### config.mk
export PLATFORM = sky130hd
export DESIGN_NAME = stable_priority_queue_top
export DESIGN_NICKNAME = d
export VERILOG_FILES = /design/src/rtl/spq_pkg.sv /design/src/rtl/spq_cell.sv /design/src/rtl/stable_priority_queue_top.sv
export SDC_FILE = /design/constraint.sdc
export NUM_CORES = 2
export LEC_CHECK = 0
export BUFFER_PORTS_ARGS = -buffer_cell sky130_fd_sc_hd__buf_2
export CORE_MARGIN = 3
export CORE_UTILIZATION = 60
export CTS_CLUSTER_SIZE = 14
export DETAILED_ROUTE_END_ITERATION = 10
export PLACE_DENSITY = 0.78
export SYNTH_ARGS = -nofsm -noshare
export SYNTH_HDL_FRONTEND = slang
export SYNTH_SLANG_ARGS = --single-unit
### constraint.sdc
create_clock -name clk -period 12.85 [get_ports clk]
set_input_delay 0.6425 -clock clk [delete_from_list [all_inputs] [get_ports clk]]
set_output_delay 0.6425 -clock clk [all_outputs]
set_load 0.05 [all_outputs]
### src/rtl/spq_pkg.sv
`timescale 1ns / 1ps
// ----------------------------------------------------------------------------
// Stable priority queue package
// Shared constants, status codes and cell command type.
// ----------------------------------------------------------------------------
package spq_pkg;

    localparam int DATA_W          = 32;
    localparam int PRIO_FIELD_W    = 8;
    localparam int FILL_W          = 5;
    localparam int STATUS_W        = 2;
    localparam int DEF_CAPACITY    = 16;
    localparam int DEF_PRIO_BITS   = 8;

    localparam int S_TDATA_W = ((DATA_W + PRIO_FIELD_W + 7) / 8) * 8;
    localparam int M_TDATA_W = ((STATUS_W + DATA_W + PRIO_FIELD_W + FILL_W + 7) / 8) * 8;

    typedef enum logic {
        OP_ENQUEUE = 1'b0,
        OP_DEQUEUE = 1'b1
    } op_t;

    typedef enum logic [STATUS_W-1:0] {
        ST_DONE  = 2'd0,
        ST_EMPTY = 2'd1,
        ST_FULL  = 2'd2
    } status_t;

    typedef struct packed {
        logic enq;
        logic deq;
    } cell_cmd_t;

endpackage

### src/rtl/spq_cell.sv
`timescale 1ns / 1ps
// ----------------------------------------------------------------------------
// Stable priority queue cell
// One slot of the sorted chain; shifts right on insert, left on removal.
// ----------------------------------------------------------------------------
module spq_cell #(
    parameter int PRIO_W = spq_pkg::DEF_PRIO_BITS
) (
    input  logic                       clk,
    input  spq_pkg::cell_cmd_t         cmd,
    input  logic                       occupied,
    input  logic [PRIO_W-1:0]          new_prio,
    input  logic [spq_pkg::DATA_W-1:0] new_data,
    input  logic                       left_greater,
    input  logic [PRIO_W-1:0]          left_prio,
    input  logic [spq_pkg::DATA_W-1:0] left_data,
    input  logic [PRIO_W-1:0]          right_prio,
    input  logic [spq_pkg::DATA_W-1:0] right_data,
    output logic                       greater,
    output logic [PRIO_W-1:0]          prio,
    output logic [spq_pkg::DATA_W-1:0] data
);
    import spq_pkg::*;

    logic [PRIO_W-1:0] prio_reg;
    logic [PRIO_W-1:0] prio_next;
    logic [DATA_W-1:0] data_reg;
    logic [DATA_W-1:0] data_next;

    // An empty slot or one holding a larger number is where the new item goes or shifts past.
    assign greater = !occupied || (prio_reg > new_prio);

    always_comb
    begin
        prio_next = prio_reg;
        data_next = data_reg;
        if (cmd.enq && greater)
        begin
            if (left_greater)
            begin
                prio_next = left_prio;
                data_next = left_data;
            end
            else
            begin
                prio_next = new_prio;
                data_next = new_data;
            end
        end
        else if (cmd.deq)
        begin
            prio_next = right_prio;
            data_next = right_data;
        end
    end

    always_ff @(posedge clk)
    begin
        prio_reg <= prio_next;
        data_reg <= data_next;
    end

    assign prio = prio_reg;
    assign data = data_reg;

endmodule

### src/rtl/stable_priority_queue_top.sv
`timescale 1ns / 1ps
// ----------------------------------------------------------------------------
// Stable priority queue
// Sorted min-first queue built as a chain of cells with a registered result.
// ----------------------------------------------------------------------------
// The queue takes one item per clock cycle unless the output stalls, and returns
// one result item for each in the cycle after acceptance, through a single
// output register; every cell compares its own priority with the incoming one
// in parallel, so an insert or a removal completes in the cycle it is accepted.
// Lower priority numbers leave first and equal priorities leave in arrival order.
module stable_priority_queue_top #(
    parameter int CAPACITY      = spq_pkg::DEF_CAPACITY,
    parameter int PRIORITY_BITS = spq_pkg::DEF_PRIO_BITS
) (
    input  logic                          clk,
    input  logic                          rst_n,
    input  logic                          s_tvalid,
    output logic                          s_tready,
    // Bits from low: in_data[31:0], in_priority[39:32].
    input  logic [spq_pkg::S_TDATA_W-1:0] s_tdata,
    // Bits from low: op[0].
    input  logic [0:0]                    s_tuser,
    output logic                          m_tvalid,
    input  logic                          m_tready,
    // Bits from low: status[1:0], out_data[33:2], out_priority[41:34],
    // fill_count[46:42].
    output logic [spq_pkg::M_TDATA_W-1:0] m_tdata
);
    import spq_pkg::*;

    localparam int CNT_W = $clog2(CAPACITY + 1);

    logic                     accept;
    logic                     is_deq;
    logic [DATA_W-1:0]        in_data;
    logic [PRIORITY_BITS-1:0] in_prio;
    logic                     is_empty;
    logic                     is_full;
    cell_cmd_t                cmd;

    logic [CNT_W-1:0]         count_reg;
    logic [CNT_W-1:0]         count_next;
    logic                     valid_reg;
    logic                     valid_next;
    logic [M_TDATA_W-1:0]     result_reg;
    logic [M_TDATA_W-1:0]     result_next;

    logic [CAPACITY-1:0]      greater;
    logic [CAPACITY-1:0]      occupied;
    logic [PRIORITY_BITS-1:0] prio_q [CAPACITY];
    logic [DATA_W-1:0]        data_q [CAPACITY];

    status_t                  status;
    logic [DATA_W-1:0]        out_data;
    logic [PRIO_FIELD_W-1:0]  out_prio;

    assign s_tready = !valid_reg || m_tready;
    assign accept   = s_tvalid && s_tready;
    assign is_deq   = (op_t'(s_tuser[0]) == OP_DEQUEUE);
    assign in_data  = s_tdata[DATA_W-1:0];
    assign in_prio  = PRIORITY_BITS'(s_tdata[DATA_W +: PRIO_FIELD_W]);
    assign is_empty = (count_reg == '0);
    assign is_full  = (count_reg == CNT_W'(CAPACITY));
    assign cmd.enq  = accept && !is_deq && !is_full;
    assign cmd.deq  = accept && is_deq && !is_empty;

    genvar gi;
    generate
        for (gi = 0; gi < CAPACITY; gi++)
        begin : g_cell
            logic                     lg;
            logic [PRIORITY_BITS-1:0] lp;
            logic [DATA_W-1:0]        ld;
            logic [PRIORITY_BITS-1:0] rp;
            logic [DATA_W-1:0]        rd;

            assign occupied[gi] = (CNT_W'(gi) < count_reg);

            if (gi == 0)
            begin : g_head
                assign lg = 1'b0;
                assign lp = in_prio;
                assign ld = in_data;
            end
            else
            begin : g_body
                assign lg = greater[gi-1];
                assign lp = prio_q[gi-1];
                assign ld = data_q[gi-1];
            end

            if (gi == CAPACITY - 1)
            begin : g_tail
                assign rp = prio_q[gi];
                assign rd = data_q[gi];
            end
            else
            begin : g_inner
                assign rp = prio_q[gi+1];
                assign rd = data_q[gi+1];
            end

            spq_cell #(
                .PRIO_W (PRIORITY_BITS)
            ) u_cell (
                .clk          (clk),
                .cmd          (cmd),
                .occupied     (occupied[gi]),
                .new_prio     (in_prio),
                .new_data     (in_data),
                .left_greater (lg),
                .left_prio    (lp),
                .left_data    (ld),
                .right_prio   (rp),
                .right_data   (rd),
                .greater      (greater[gi]),
                .prio         (prio_q[gi]),
                .data         (data_q[gi])
            );
        end
    endgenerate

    always_comb
    begin
        count_next = count_reg;
        if (cmd.enq)
        begin
            count_next = count_reg + CNT_W'(1);
        end
        else if (cmd.deq)
        begin
            count_next = count_reg - CNT_W'(1);
        end

        status   = ST_DONE;
        out_data = '0;
        out_prio = '0;
        if (is_deq)
        begin
            if (is_empty)
            begin
                status = ST_EMPTY;
            end
            else
            begin
                out_data = data_q[0];
                out_prio = PRIO_FIELD_W'(prio_q[0]);
            end
        end
        else if (is_full)
        begin
            status = ST_FULL;
        end

        result_next = M_TDATA_W'({FILL_W'(count_next), out_prio, out_data, status});

        valid_next = valid_reg;
        if (accept)
        begin
            valid_next = 1'b1;
        end
        else if (m_tready)
        begin
            valid_next = 1'b0;
        end
    end

    always_ff @(posedge clk or negedge rst_n)
    begin
        if (!rst_n)
        begin
            count_reg <= '0;
            valid_reg <= 1'b0;
        end
        else
        begin
            count_reg <= count_next;
            valid_reg <= valid_next;
        end
    end

    always_ff @(posedge clk)
    begin
        if (accept)
        begin
            result_reg <= result_next;
        end
    end

    assign m_tvalid = valid_reg;
    assign m_tdata  = result_reg;

endmodule

Word-level counts from Yosys, hierarchy flattened --
Cells that the tools add are included.
Operators by class: $lt $le $gt $ge 32, equal/unequal tests 1, bitwise gates (word level) 1, $add $sub $neg 2, reduce and logical (&&, ||, !) cells 76, muxes and demuxes 97
Operator list (count):
- $mux 32 | 45
- $mux 8 | 45
- $gt 8x8->1 | 16
- $lt 4x5->1 const A | 8
- $reduce_bool 2->1 | 16
- $logic_and 1x1->1 | 21
- $logic_not 1->1 | 20
- $lt 3x5->1 const A | 4
- $logic_or 1x1->1 | 17
- $lt 1x5->1 const A | 2
- $lt 2x5->1 const A | 2
- $mux 5 | 2
- $add 5x1->5 const B | 1
- $eq 5x5->1 const B | 1
- $logic_not 5->1 | 1
- $sub 5x1->5 const B | 1
- $mux 2 | 2
- $mux 1 | 3
- $reduce_or 2->1 | 1
- $not 1->1 | 1
Storage, ports and cells: bits in registers 693

Depth between registers and ports, before layout --
depth in word-level cells 7, depth in mapped cells 12

Hierarchy --
A second synthesis with hierarchy kept.
Second synthesis, totals: cell total of the unflattened synthesis 2866, area total of the unflattened synthesis 42833.6 um^2
By module, submodules not included:
- spq_cell | times used 16, cells an instance 169, area an instance 2536.2 um^2
- stable_priority_queue_top | times used 1, cells an instance 162, area an instance 2254.7 um^2

Least setup slack after synthesis --
No wires, ideal clock.
path kind input to register, from input port m_tready, to register g_cell[12].u_cell.data_reg[0], enable pin, arrival 4.842 ns, slack 7.515 ns, stages 7, library setup time 0.493 ns, cells stage by stage nand2b_1 -> nand3_1 -> or2_1 -> buf_2 -> buf_6 -> clkbuf_1 -> o21ai_0
Between the ends: cells in the longest elaborated chain, start to end 6, elaborated cells between the ends (all ways) 8
Ends and longest elaborated chain:
- start, declared | line stable_priority_queue_top.sv:24 | input logic m_tready,
- $logic_or 1x1->1 * | line stable_priority_queue_top.sv:57 | assign s_tready = !valid_reg || m_tready;
- $logic_and 1x1->1 * | line stable_priority_queue_top.sv:58 | assign accept = s_tvalid && s_tready;
- $logic_and 1x1->1 (2 in a row) | line stable_priority_queue_top.sv:64 | assign cmd.enq = accept && !is_deq && !is_full;
- $logic_and 1x1->1 | line spq_cell.sv:37 | if (cmd.enq && greater)
- $reduce_bool 2->1 (no source line) *
- end signal, assigned | line spq_cell.sv:60 | data_reg <= data_next;
- end, declared | line spq_cell.sv:27 | logic [DATA_W-1:0] data_reg;
Every way passes the cells marked *; elsewhere a longest branch is shown, timed or not. A chain may end at the register's enable or synchronous reset.

Final worst setup path --
from register count_reg[1], to register g_cell[7].u_cell.data_reg[7], enable pin
Between the ends: cells in the longest elaborated chain, start to end 5, elaborated cells between the ends (all ways) 11
Ends and longest elaborated chain:
- start, declared | line stable_priority_queue_top.sv:41 | logic [CNT_W-1:0] count_reg;
- start signal, assigned | line stable_priority_queue_top.sv:177 | count_reg <= count_next;
- $lt 3x5->1 / $eq 5x5->1 (equally long branches) | line stable_priority_queue_top.sv:77, stable_priority_queue_top.sv:63
- $logic_not 1->1, on equally long branches | line spq_cell.sv:31, stable_priority_queue_top.sv:64
- $logic_or 1x1->1 / $logic_and 1x1->1 (equally long branches) | line spq_cell.sv:31, stable_priority_queue_top.sv:64
- $logic_and 1x1->1 | line spq_cell.sv:37
- $reduce_bool 2->1 (no source line) *
- end signal, assigned | line spq_cell.sv:60
- end, declared | line spq_cell.sv:27
Marked as above.

==> results.md <==
- Share of layout cells above drive strength 1: ~14%
- GRT Residual Overflow: 0
- Dpl cells: between 3000 and 4000
- Comb power frac: a little over a third
- NetSw: around 3.0 mW
- Tightest Pin Transition: ~1.4 ns
- Buffers inserted during post-CTS setup optimization: 0
- CP endpoint kind: flip-flop
- Max Cap Viol: 0
- Most frequent cells in the layout: 687 x edfxtp_1, 508 x mux2i_1, 480 x o21ai_0
- Die area: ~65000 um2
- Routed wire length: roughly 110000 um
- Sw frac: between 30% and 40%
- Hpwl dp: 64800 um
- Final setup viols: 0
- # nets final: roughly 3300
- Mapped Avg Cell Area: ~12 um2
- Initial DRC Count: 2886
- RSZ-0062 raised after global routing: no
- Post-Synthesis Cells: about 3200
- Vias: about 27000
- WHS Endpoint: m_tvalid$_DFFE_PN0P_
- Number of distinct library cells after synthesis: between 50 and 60
- Drt pass-1 iters: 6
- Most common cell on crit path: buf_4
- Avg Vias per Cell: ~6.6
- Clk Latency, worst-skew pair: 0.63 ns
- Most common cell after layout, fill and taps aside: edfxtp_1
- Routed wire per std cell: about 27 um
- Worst Hold Class: input pin to flip-flop
- Crit Path Class: flip-flop to flip-flop
- GRT Overall Usage: about a third
- Num Clock Sinks: just under 700
- Reg2Reg Launch Point: count_reg[1]$_DFF_PN0_
- CTS Buf Count: 74
- Max Clock Skew: 0.0143 ns
- Top cell type's share of synthesized area: between 50% and 60%
- Global-route wire length before repair: ~160000 um
- Hold path startpoint: s_tvalid
- Mapped Area: approximately 37000 um2
- Hold Violations, Final: 0
- Worst setup SP type: flip-flop
- Max Buffers Root-to-Sink: 3
- FF-to-FF setup slack: between 8 and 9 ns
- Worst path required time: about 13 ns
- Hold path depth: 2
- EDFF count, synth: 687
- Post-CTS resize count: 0
- Largest net degree at the start of global routing: 82
- # port buffers: 93
- Worst r2r dst: g_cell[7].u_cell.data[7]$_DFFE_PP_
- Starting Density: between 60% and 70%
- Status: complete, no violations
- Sequential power share: between 30 and 40%
- Worst Reg-to-Reg Cells: 10
- Io pins: 95
- Ys flop type: edfxtp_1
- Site row count: 90
- Min Hold Slack: between 0.2 and 0.25 ns
- Top post-synthesis cells by area: edfxtp_1 55%, mux2i_1 14%, o21ai_0 6.5%
- FMAX: between 200 and 250 MHz
- Final core utilization: roughly two thirds
- Final period util: 35.2%
- Pint: between 5 and 6 mW
- CTS tree: built
- Synth area leader: edfxtp_1
- Max Slew Vio Count: 0
- Fin crit period: 4.53 ns
- Post-route ant nets: 0
- Max VDD drop: approximately 130 uV
- Post-route DRC: 0
- Reg clk slew, reported paths: about 0.060 ns
- Setup TNS: 0 ns
- Largest stage delay, worst path: about 0.8 ns
- Post-synth ARST share: 0.866%
- Vias in the first global route: 26800
- Initial antenna violation count: 4
- Share of synthesized area occupied by flip-flops and latches: 55.7%
- Leakage: about 16 nW
- Layout area overhead: 9.22%
- Layout Cells excl Fill: ~4000
- CP cell instances: inv_1 -> ha_1 -> nand4bb_1 -> nand3_1 -> or2_4 -> buf_4 -> or2_1 -> buf_4 -> nand2_2 -> buf_4
- Net Count, Synth: 3329
- Rel. slew slack: under 10%
- Clock share of power: between 20% and 30%
- Power Density: just over 200 nW/um2
- Clock root buffer: clkbuf_16
- Synthesis Warnings: 0
- Crit path DAT: between 4 and 5 ns
- Die Ht: around 260 um
- Crit-path max FO: roughly 80
- Yosys reg bits: about 690
- H-tree depth: 3
- Horiz. Die Dim: about 260 um
- Crit-path slowest cell: buf_4
- Core area: roughly 60000 um2
- Max FFs per register: slightly above 500
- Final GP Congestion: just over 0.9
-- critical path: cells and delay by family (launching register included) --
family	cells	cell delay, ns
fa+ha+maj	1	0.21
buf+inv	4	1.92
flops	1	0.52
simple gates	5	1.34
-- routing by layer --
layer	global-route usage, %	vias up	part of all wire [%]
met5	0	-	0.027
met4	10.5	4	3.0
met3	6.94	209	10
met2	50.1	1433	45
met1	46.0	13300	42
li1	-	11700	-
-- metrics by stage --
step	area (um2)	worst slack (ns)	total power, mW
after floorplan	37300	7.52	5.34
after global placement	38400	8.29	6.09
after detailed placement	38400	8.18	6.20
after CTS	40700	8.49	8.32
after global routing	40700	8.24	8.68
final	40700	8.32	8.37
-- layout make-up --
class / count / area (um2)
Sequential cell: 693 / 20800
Fill cell: 4360 / 20200
Multi-Input combinational cell: 2192 / 15500
Clock buffer: 96 / 2020
Tap cell: 828 / 1040
Timing Repair Buffer: 154 / 926
Clock inverter: 39 / 352
Inverter: 27 / 101
Antenna cell: 2 / 5.00
-- kinds of logic after synthesis --
kind of cell	count (synthesis)	synth area share [%]
and+or+nand+nor	634	7.34
muxes	666	18.4
other	1	0.0101
buffers and inverters	267	3.29
AOI/OAI and AO/OA	755	10.7
DFF	693	55.7
adders and majority gates	132	4.43
xor gates and xnor gates	4	0.0940
-- what timing repair did --
action	4_1_cts	5_1_grt
endpoints found under the setup margin	0	0
hold buffers	1	0
endpoints found under the hold margin	6	0
-- worst max path at each step --
stage / start / to / depth (start not counted)
2_1_floorplan: m_tready / g_cell[12].u_cell.data[0]$_DFFE_PP_ / 7
3_3_place_gp: s_tdata[39] / g_cell[5].u_cell.data[15]$_DFFE_PP_ / 10
3_5_place_dp: s_tdata[39] / g_cell[5].u_cell.data[16]$_DFFE_PP_ / 10
4_1_cts: count_reg[1]$_DFF_PN0_ / g_cell[7].u_cell.data[7]$_DFFE_PP_ / 10
5_1_grt: count_reg[1]$_DFF_PN0_ / g_cell[7].u_cell.data[7]$_DFFE_PP_ / 10
6_report: count_reg[1]$_DFF_PN0_ / g_cell[7].u_cell.data[7]$_DFFE_PP_ / 10
-- power by group through the flow --
stage / combinational (mW) / sequential, mW / clock [mW]
finish: 2.90 / 3.33 / 2.13
global route: 3.08 / 3.37 / 2.23
CTS: 2.85 / 3.33 / 2.14
detailed placement: 2.83 / 3.37 / 0
global placement: 2.74 / 3.35 / 0
floorplan: 2.01 / 3.33 / 0
-- Yosys cell counts (8+ instances only) --
library cell  instances
mux2_2              152
nand2b_1             11
inv_1                27
edfxtp_1            687
o211ai_1             14
nor2_1              134
a21oi_1             193
nor3_1               21
and2_1               43
buf_2                86
clkbuf_1            131
o21ai_0             481
nand2_1             353
ha_1                132
o21a_1               10
mux2i_1             508
nand4_1              26
buf_4                15
nor2b_1              21
o21ai_1              20
buf_6                 8
(Power assumes the default switching activity.)
